<file path="src/rtl/core/assert_macros.svh">
// Assertion macros shared by the core RTL.
// Define NO_ASSERTIONS to compile the checks out.
`ifndef ASSERT_MACROS_SVH
`define ASSERT_MACROS_SVH

`ifndef NO_ASSERTIONS

`define PMCD_ASSERT(label, clk, rst, expr, msg) \
   label: assert property (@(posedge clk) disable iff (rst) (expr)) else $error(msg);

`define PMCD_ASSERT_IMPL(label, clk, rst, ante, cons, msg) \
   label: assert property (@(posedge clk) disable iff (rst) (ante) |-> (cons)) else $error(msg);

`define PMCD_ASSERT_NEXT(label, clk, rst, ante, cons, msg) \
   label: assert property (@(posedge clk) disable iff (rst) (ante) |=> (cons)) else $error(msg);

`else

`define PMCD_ASSERT(label, clk, rst, expr, msg)
`define PMCD_ASSERT_IMPL(label, clk, rst, ante, cons, msg)
`define PMCD_ASSERT_NEXT(label, clk, rst, ante, cons, msg)

`endif

`endif

</file>
<file path="src/rtl/core/pmcd_pkg.sv">
// Types and constants of the motor command decoder.
// No dependencies.
package pmcd_pkg;

   typedef logic        [7:0]  byte_type;
   typedef logic signed [7:0]  cmd_type;
   typedef logic signed [17:0] drive_type;
   typedef logic        [9:0]  scale_type;

   typedef enum logic [1:0] {
      MODE_BRAKE = 2'd0,
      MODE_DUTY  = 2'd1,
      MODE_RPM   = 2'd2
   } drive_mode_type;

   typedef enum logic [1:0] {
      CSR_NODE_ID     = 2'd0,
      CSR_MOTOR_IS_DC = 2'd1,
      CSR_RPM_SCALE   = 2'd2
   } csr_index_type;

   // frame command codes
   localparam byte_type CMD_M1_FWD   = 8'd0;
   localparam byte_type CMD_M1_REV   = 8'd1;
   localparam byte_type CMD_M2_FWD   = 8'd4;
   localparam byte_type CMD_M2_REV   = 8'd5;
   localparam byte_type CMD_M2_7BIT  = 8'd6;
   localparam byte_type CMD_M1_7BIT  = 8'd7;

   localparam logic [6:0]  MID_POINT       = 7'd64;
   localparam logic [16:0] DUTY_FULL       = 17'd32767;
   localparam scale_type   RPM_SCALE_RESET = 10'd126;

   typedef struct packed {
      byte_type  node_id;
      logic      motor_is_dc;
      scale_type rpm_scale;
   } cfg_type;

   typedef struct packed {
      logic           frame_valid;
      logic           addressed;
      cmd_type        command_value;
      logic           command_changed;
      drive_mode_type drive_mode;
      drive_type      drive_value;
   } result_type;

endpackage

</file>
<file path="src/rtl/core/pmcd_decode.sv">
// Frame check, command update and drive derivation for one received byte.
// Depends on pmcd_pkg.
module pmcd_decode (
   input  pmcd_pkg::byte_type   rx_byte,
   input  pmcd_pkg::byte_type   win_addr,
   input  pmcd_pkg::byte_type   win_cmd,
   input  pmcd_pkg::byte_type   win_payload,
   input  pmcd_pkg::cmd_type    cur_cmd,
   input  pmcd_pkg::cfg_type    cfg,
   output pmcd_pkg::result_type res
);

   logic [6:0]         sum7;
   logic               valid;
   logic               cmd_mine;
   logic               for_me;
   pmcd_pkg::cmd_type  next_cmd;
   logic [7:0]         mag;
   logic [16:0]        duty_q;
   logic [16:0]        duty_c;
   logic signed [18:0] rpm_full;

   always_comb begin
      sum7  = 7'(win_addr + win_cmd + win_payload);
      valid = ({1'b0, sum7} == rx_byte);

      if (cfg.node_id[0] == 1'b0) begin
         cmd_mine = (win_cmd == pmcd_pkg::CMD_M1_FWD) || (win_cmd == pmcd_pkg::CMD_M1_REV)
                 || (win_cmd == pmcd_pkg::CMD_M1_7BIT);
      end else begin
         cmd_mine = (win_cmd == pmcd_pkg::CMD_M2_FWD) || (win_cmd == pmcd_pkg::CMD_M2_REV)
                 || (win_cmd == pmcd_pkg::CMD_M2_7BIT);
      end
      for_me = valid && win_addr[7] && (win_addr[6:0] == cfg.node_id[7:1]) && cmd_mine;

      next_cmd = cur_cmd;
      if (for_me && !win_payload[7]) begin
         case (win_cmd) inside
            pmcd_pkg::CMD_M1_FWD, pmcd_pkg::CMD_M2_FWD: begin
               next_cmd = $signed({1'b0, win_payload[6:0]});
            end
            pmcd_pkg::CMD_M1_REV, pmcd_pkg::CMD_M2_REV: begin
               next_cmd = -$signed({1'b0, win_payload[6:0]});
            end
            default: begin
               // (payload - 64) * 2, odd when above midpoint
               next_cmd = $signed({7'(win_payload[6:0] - pmcd_pkg::MID_POINT),
                                   win_payload[6:0] > pmcd_pkg::MID_POINT});
            end
         endcase
      end

      // round(m * 32767 / 127) = 258 * m + (m >= 64) for m up to 128
      mag      = next_cmd[7] ? 8'(-next_cmd) : next_cmd;
      duty_q   = {1'b0, mag, 8'd0} + {8'd0, mag, 1'b0} + {16'd0, mag >= 8'd64};
      duty_c   = (duty_q > pmcd_pkg::DUTY_FULL) ? pmcd_pkg::DUTY_FULL : duty_q;
      rpm_full = $signed({{11{next_cmd[7]}}, next_cmd}) * $signed({9'd0, cfg.rpm_scale});

      res.frame_valid     = valid;
      res.addressed       = for_me;
      res.command_value   = next_cmd;
      res.command_changed = (next_cmd != cur_cmd);
      if (next_cmd == 8'sd0) begin
         res.drive_mode  = pmcd_pkg::MODE_BRAKE;
         res.drive_value = '0;
      end else if (cfg.motor_is_dc) begin
         res.drive_mode  = pmcd_pkg::MODE_DUTY;
         res.drive_value = next_cmd[7] ? -$signed({1'b0, duty_c}) : $signed({1'b0, duty_c});
      end else begin
         res.drive_mode  = pmcd_pkg::MODE_RPM;
         res.drive_value = rpm_full[17:0];
      end
   end

endmodule

</file>
<file path="src/rtl/core/packetized_motor_command_decoder_core.sv">
// An accepted req beat passes the input register and then the result register to its rsp beat.
// Throughput: one byte per cycle, but a stalled rsp holds; the input stage keeps one more beat.
// Reset (synchronous, active high): byte window and stored command cleared, node id 0,
// motor_is_dc 0, rpm_scale 126, both pipeline stages emptied. No clearing pass.
// Top level of the motor command decoder; uses pmcd_pkg, pmcd_decode and assert_macros.svh.
`include "assert_macros.svh"

module packetized_motor_command_decoder_core (
   input  logic        clock,
   input  logic        reset,
   input  logic        req_tvalid,
   output logic        req_tready,
   input  logic [7:0]  req_tdata,   // [7:0] rx_byte
   output logic        rsp_tvalid,
   input  logic        rsp_tready,
   output logic [31:0] rsp_tdata,   // [0] frame_valid, [1] addressed, [9:2] command_value,
                                    // [10] command_changed, [28:11] drive_value, rest zero
   output logic [1:0]  rsp_tuser,   // [1:0] drive_mode
   input  logic        csr_we,
   input  logic [1:0]  csr_index,
   input  logic [9:0]  csr_wdata
);

   logic                 in_valid_ff;
   pmcd_pkg::byte_type   in_byte_ff;
   logic                 out_valid_ff;
   pmcd_pkg::result_type out_ff;
   pmcd_pkg::byte_type   win_ff [3];
   pmcd_pkg::cmd_type    cmd_ff;
   pmcd_pkg::cfg_type    cfg_ff;
   pmcd_pkg::result_type res_in;
   logic                 advance;

   assign advance    = in_valid_ff && (!out_valid_ff || rsp_tready);
   assign req_tready = !in_valid_ff || advance;

   always_ff @(posedge clock) begin
      if (reset) begin
         in_valid_ff <= 1'b0;
      end else if (req_tready) begin
         in_valid_ff <= req_tvalid;
      end
      if (req_tready && req_tvalid) begin
         in_byte_ff <= req_tdata;
      end
   end

   always_ff @(posedge clock) begin
      if (reset) begin
         cfg_ff.node_id     <= '0;
         cfg_ff.motor_is_dc <= 1'b0;
         cfg_ff.rpm_scale   <= pmcd_pkg::RPM_SCALE_RESET;
      end else if (csr_we) begin
         unique case (csr_index)
            pmcd_pkg::CSR_NODE_ID:     cfg_ff.node_id     <= csr_wdata[7:0];
            pmcd_pkg::CSR_MOTOR_IS_DC: cfg_ff.motor_is_dc <= csr_wdata[0];
            pmcd_pkg::CSR_RPM_SCALE:   cfg_ff.rpm_scale   <= csr_wdata;
            default: ;
         endcase
      end
   end

   pmcd_decode u_decode (
      .rx_byte     (in_byte_ff),
      .win_addr    (win_ff[0]),
      .win_cmd     (win_ff[1]),
      .win_payload (win_ff[2]),
      .cur_cmd     (cmd_ff),
      .cfg         (cfg_ff),
      .res         (res_in)
   );

   always_ff @(posedge clock) begin
      if (reset) begin
         win_ff[0]    <= '0;
         win_ff[1]    <= '0;
         win_ff[2]    <= '0;
         cmd_ff       <= '0;
         out_valid_ff <= 1'b0;
      end else if (advance) begin
         win_ff[0]    <= win_ff[1];
         win_ff[1]    <= win_ff[2];
         win_ff[2]    <= in_byte_ff;
         cmd_ff       <= res_in.command_value;
         out_valid_ff <= 1'b1;
      end else if (rsp_tready) begin
         out_valid_ff <= 1'b0;
      end
      if (advance) begin
         out_ff <= res_in;
      end
   end

   assign rsp_tvalid = out_valid_ff;
   assign rsp_tuser  = out_ff.drive_mode;
   assign rsp_tdata  = {3'b000, out_ff.drive_value, out_ff.command_changed,
                        out_ff.command_value, out_ff.addressed, out_ff.frame_valid};

   `PMCD_ASSERT_IMPL(a_addr_needs_valid, clock, reset,
      out_valid_ff && out_ff.addressed, out_ff.frame_valid,
      "addressed beat without valid frame")
   `PMCD_ASSERT_IMPL(a_brake_at_zero, clock, reset,
      out_valid_ff && (out_ff.command_value == 8'sd0),
      (out_ff.drive_mode == pmcd_pkg::MODE_BRAKE) && (out_ff.drive_value == 18'sd0),
      "zero command not braking")
   `PMCD_ASSERT_IMPL(a_duty_range, clock, reset,
      out_valid_ff && (out_ff.drive_mode == pmcd_pkg::MODE_DUTY),
      (out_ff.drive_value <= 18'sd32767) && (out_ff.drive_value >= -18'sd32767),
      "duty outside Q1.15 range")
   `PMCD_ASSERT_NEXT(a_changed_flag, clock, reset,
      !reset && advance,
      (cmd_ff != $past(cmd_ff)) == out_ff.command_changed,
      "command_changed disagrees with stored command")

endmodule
</file>
<file path="config.mk">
export PLATFORM = sky130hd
export DESIGN_NAME = packetized_motor_command_decoder_core
export DESIGN_NICKNAME = d
export VERILOG_FILES = /design/src/rtl/core/pmcd_pkg.sv /design/src/rtl/core/pmcd_decode.sv /design/src/rtl/core/packetized_motor_command_decoder_core.sv
export VERILOG_INCLUDE_DIRS = /design/src /design/src/rtl/core
export SDC_FILE = /design/constraint.sdc
export NUM_CORES = 1
export LEC_CHECK = 0
export ABC_CLOCK_PERIOD_IN_PS = 8600
export BUFFER_PORTS_ARGS = -buffer_cell sky130_fd_sc_hd__buf_4
export CAP_MARGIN = 20
export CELL_PAD_IN_SITES_DETAIL_PLACEMENT = 0
export CELL_PAD_IN_SITES_GLOBAL_PLACEMENT = 1
export CORE_UTILIZATION = 25
export CTS_CLUSTER_DIAMETER = 100
export DETAILED_ROUTE_END_ITERATION = 10
export GPL_ROUTABILITY_DRIVEN = 0
export PLACE_DENSITY = 0.55
export SYNTH_ARGS = -nofsm -noshare
export SYNTH_HDL_FRONTEND = slang
export SYNTH_SLANG_ARGS = --single-unit
export TNS_END_PERCENT = 100
</file>
<file path="constraint.sdc">
create_clock -name clock -period 8.6 [get_ports clock]
set_input_delay 0.43 -clock clock [delete_from_list [all_inputs] [get_ports clock]]
set_output_delay 0.43 -clock clock [all_outputs]
set_load 0.01 [all_outputs]
</file>
# Yosys cells after proc, flatten, opt, wreduce, memory -nomap -nowiden
# Memory sizes are Yosys's and may differ from the RTL's.
# Cells that the tools add are included.
# totals
reg_bits	68
mem_bits_rw	24
inputBits	25
output_inout_bits	36
wordCells	81
memories	1
# memory_table
name	depth	word_bits	rd	rd_ports_with_merged_regs	wr	line_no	text
win_ff	3	8	3	0	3	packetized_motor_command_decoder_core.sv:28	pmcd_pkg::byte_type win_ff [3];
# classes
n_addsub	8
n_mul	1
magnitude_cmp	3
n_eq_ne	10
muxes	18
bitwise	3
n_reduce_logical	24
# op_table
cell	n
8-bit two-way mux	7
8-bit by 3-bit equality test with 1-bit output (second input constant)	4
20-bit two-way mux	1
8-bit by 11-bit multiplier with 18-bit output	1
18-bit two-way mux	1
17-bit negator with 18-bit output	1
16-bit by 9-bit adder with 17-bit output	1
17-bit by 1-bit adder with 17-bit output	1
17-bit by 15-bit > comparator with 1-bit output (second input constant)	1
17-bit two-way mux	1
8-bit zero test	2
7-bit adder	2
7-bit by 8-bit equality test with 1-bit output	1
8-bit by 1-bit equality test with 1-bit output (second input constant)	1
8-bit by 7-bit >= comparator with 1-bit output (second input constant)	1
1-bit two-way mux	8
8-bit inequality test	1
7-bit negator with 8-bit output	1
8-bit negator	1
7-bit equality test	1
7-bit > comparator (second input constant)	1
7-bit subtractor (second input constant)	1
1-bit logical AND	6
1-bit logical OR	6
8 further kinds	15

# Logic depth before layout (Yosys ltp)
# An unclocked memory read counts as a cell.
# logic_depth
ltp_word	18
mapped_depth	34
ltp_nobuf	31

# By module
# From an unflattened synthesis, not the netlist that was laid out.
# hier_totals
cells_unflattened	869
hier_area_um2	8338.0
# modules_own_cells
mod	n_inst	cells_each	area_each_um2	seq_area_each_um2
pmcd_decode	1	649	5077.4	0.0
packetized_motor_command_decoder_core	1	220	3260.6	2472.4

# Worst setup path after synthesis
# OpenSTA, ideal clock, no wires.
# synth_path
path_type	reg-to-reg
startpoint	memory win_ff[0][17] in the netlist's numbering
endpoint	register out_ff (netlist bit rsp_tdata[28]), data pin
setup_ns	0.261
arrival_time_ns	7.659
t_required_ns	8.339
path_slack_ns	0.681
stages_incl_launch_ff	27
n_path_buf	2
synth_period_minus_slack_ns	7.919
cell_sequence	edfxtp_1 fa_1 ha_1 fa_1 xor2_1 or4_4 nor4_4 o2111ai_1 mux2i_1 clkbuf_1 clkbuf_1 nor2_1 fa_1 fa_1 fa_1 inv_1 fa_1 inv_1 ha_1 a21oi_1 o21bai_1 a21oi_1 o21ai_0 o41ai_1 o21ai_0 xnor2_1 o21ai_0
# synth_rtl
item	line_no	text
from (decl)	packetized_motor_command_decoder_core.sv:28	
to (signal assigned)	packetized_motor_command_decoder_core.sv:90	out_ff <= res_in;
to (decl)	packetized_motor_command_decoder_core.sv:27	pmcd_pkg::result_type out_ff;

==> flow_summary.json <==
{
  "status": "finished clean",
  "critical_path.endpoint": "rsp_tdata[28]$_SDFFCE_PN0P_",
  "avgSynthCellArea_sq_um": 9.43,
  "clkTransAtPathRegs_ns": 0.07,
  "grt-ovfl-total": 0,
  "power.switching_mw": 0.467,
  "worst_r2r_path_depth": 29,
  "place_inst": 1335,
  "topRoutingLayerUsed": "met4",
  "utilization": 0.298,
  "pin_count": 61,
  "synth_area_leaders": "edfxtp_1 (23%), fa_1 (14%), ha_1 (8.3%)",
  "areaGrowthSynthToFinish_pct": 16.4,
  "wl_met1_um": 11100,
  "cts_tree": "done",
  "p_leak_nw": 4.14,
  "route.met3.wl_um": 787,
  "final_nets": 1050,
  "numPortBuffers": 57,
  "dp_hpwl_um": 17500,
  "yosys_warnings": 0,
  "drv_slew": 0,
  "yosys.cell_count.top_type": "inv_1",
  "antenna_cells": 0,
  "initial_core_util": 0.256,
  "grt.total_usage": 0.140,
  "switching_share": 0.341,
  "r2r-start": "win_ff[0][17]$_SDFFCE_PN0P_",
  "synth_seq_cells": 92,
  "fill_cells": 3441,
  "worstPathRequired_ns": 8.70,
  "root_buffer": "clkbuf_16",
  "synth_top_area_frac": 0.232,
  "post-route-period-util": 0.926,
  "pwr-share-clk": 0.314,
  "ant_nets": 0,
  "tightest_slew_ns": 0.861,
  "critPathKind": "flop to flop",
  "yosysSeqAreaShare": 0.303,
  "core_sq_mm": 0.0319,
  "final_cells": 1355,
  "critical_path.max_stage_delay_ns": 0.53,
  "intPower_mw": 0.904,
  "min_path_type": "input port to flop",
  "seqCellArea_sq_mm": 0.00247,
  "wire_per_inst_um": 16.5,
  "worstSkewPairLatency_ns": 0.37,
  "grt_max_degree": 44,
  "hold_ws_ns": 0.244,
  "multi_input_area_sq_mm": 0.00519,
  "grt_pass1_vias": 6184,
  "route.met2.wl_um": 10200,
  "max_clock_freq_mhz": 126,
  "synth_area_leader_cell": "edfxtp_1",
  "viasPerCell": 4.50,
  "r2r_slack_ns": 0.64,
  "die_y_um": 183,
  "cts_sinks": 92,
  "finalWorstPathRequiredPeriod_ns": 7.96,
  "first_pass_iters": 5,
  "cpMostUsedCell": "fa_1",
  "r2r-end": "rsp_tdata[28]$_SDFFCE_PN0P_",
  "synth.cell_area_sq_mm": 0.00817,
  "crit_arrival_ns": 8.07,
  "cp-startpoint": "win_ff[0][17]$_SDFFCE_PN0P_",
  "drc_errors": 0,
  "synth_async_sr_flop_share": 0,
  "h-tree-depth": 3,
  "drtIter0Drc": 412,
  "syn_inst": 866,
  "synth_common_cells": "inv_1 (91), nand2_1 (77), and2_1 (67), edfxtp_1 (63), nor2_1 (60)",
  "fin_skew_ns": 0.0143,
  "grt_pass1_wl_um": 35900,
  "worst-path-max-fanout": 11,
  "critPathLaunchType": "flop",
  "cts-buffers-inserted": 9,
  "clockBufferDepth": 2,
  "yosysUniqueCellTypes": 83,
  "power_frac_seq": 0.388,
  "worstSetupEndpointType": "flop",
  "slew_headroom": 0.411,
  "ir_drop_mv": 0.113,
  "slowest_stage": "or4_4",
  "finalHoldViolations": 0,
  "antenna_found_initial": 0,
  "rows": 65,
  "p_comb_frac": 0.298,
  "synthFlopType": "edfxtp_1",
  "fp.dieArea_sq_mm": 0.0334,
  "drive_gt1_frac": 0.137,
  "die_w_um": 183,
  "setup_viol": 0,
  "num_vias": 6095,
  "power.density_mw_per_mm2": 144,
  "wl_um": 22300,
  "drv_cap": 0,
  "synth-edff-count": 63
}
worst max-delay path, delay by kind of cell, from the launching register on:
family / cells / cell delay, ns
adder cells (fa/ha/maj): 8 / 3.55
AO/OA/AOI/OAI: 9 / 1.65
AND/OR/NAND/NOR: 5 / 1.34
flip-flops: 1 / 0.45
XOR/XNOR: 2 / 0.35
buffers and inverters: 5 / 0.34
kinds of logic after synthesis:
family,synth area share
simple gates,0.210
other cells,0.000459
fa+ha+maj,0.220
compound gates,0.102
flops,0.303
buf+inv,0.0673
mux,0.0331
xor+xnor,0.0650
worst min-delay path by stage:
stage,start,to,depth (start not counted)
after global routing,req_tdata[6],in_byte_ff[6]$_DFFE_PP_,1
final,req_tdata[4],in_byte_ff[4]$_DFFE_PP_,1
after CTS,req_tdata[4],in_byte_ff[4]$_DFFE_PP_,1
after detailed placement,cfg_ff[14]$_SDFFE_PP0P_,cfg_ff[14]$_SDFFE_PP0P_,2
after global placement,cfg_ff[10]$_SDFFE_PP0P_,cfg_ff[10]$_SDFFE_PP0P_,2
after floorplan,cmd_ff[4]$_SDFFE_PP0P_,cmd_ff[4]$_SDFFE_PP0P_,2
repair_timing:
action | CTS | global route
hold endpoints to repair | 0 | 0
buffers inserted | 0 | 3
endpoints found under the setup margin | 0 | 4
hold buffers | 0 | 0
resized for setup | 0 | 6
power groups by stage:
stage / sequential (mW) / clock (mW) / combinational (mW)
2_1_floorplan: 0.533 / 0 / 0.289
3_3_place_gp: 0.543 / 0 / 0.406
3_5_place_dp: 0.543 / 0 / 0.406
4_1_cts: 0.533 / 0.448 / 0.409
5_1_grt: 0.536 / 0.463 / 0.458
6_report: 0.532 / 0.430 / 0.409
routing by layer:
layer,track usage,vias up
met5,0,-
met4,0.0262,0
met1,0.198,2943
li1,-,3010
met2,0.222,130
met3,0.0256,12
flip-flops by register name, indices dropped and copies added (netlist names):
signal / count
cfg_ff: 19
cmd_ff: 8
in_valid_ff: 1
in_byte_ff: 8
rsp_tdata: 29
win_ff: 24
rsp_tuser: 2
rsp_tvalid: 1
through the flow:
stage	TNS [ns]	power, mW	instance area [sq um]	setup WS (ns)
2_1_floorplan	0	0.822	8170	0.681
3_3_place_gp	0	0.949	9130	0.407
3_5_place_dp	0	0.949	9140	0.324
4_1_cts	0	1.39	9450	0.250
5_1_grt	-0.00258	1.46	9510	-0.00258
6_report	0	1.37	9510	0.636
cells in the final DEF, fill, tap and decap left out, types with 11 or more instances in the layout:
| cell type | synthesis | routed |
|---|---|---|
| a21oi_1 | 34 | 34 |
| o21ai_0 | 18 | 17 |
| nand2b_1 | 15 | 15 |
| xnor2_1 | 42 | 42 |
| buf_4 | 4 | 79 |
| ha_1 | 54 | 54 |
| nand3b_1 | 11 | 11 |
| edfxtp_1 | 63 | 63 |
| mux2i_1 | 22 | 21 |
| inv_1 | 91 | 89 |
| and2_1 | 67 | 67 |
| a211oi_1 | 11 | 11 |
| nor2_1 | 60 | 60 |
| xor2_1 | 16 | 16 |
| dfxtp_1 | 29 | 29 |
| nand2_1 | 77 | 77 |
| nor3_1 | 25 | 25 |
| fa_1 | 56 | 56 |
area by class of cell:
class                           instances  area share
Timing Repair Buffer                   83      0.0684
Inverter                               92      0.0363
Tap cell                              435      0.0572
Clock inverter                          6     0.00842
Multi-Input combinational cell        637       0.546
Clock buffer                           10      0.0241
Sequential cell                        92       0.260
Power figures use the tool's default switching activity.
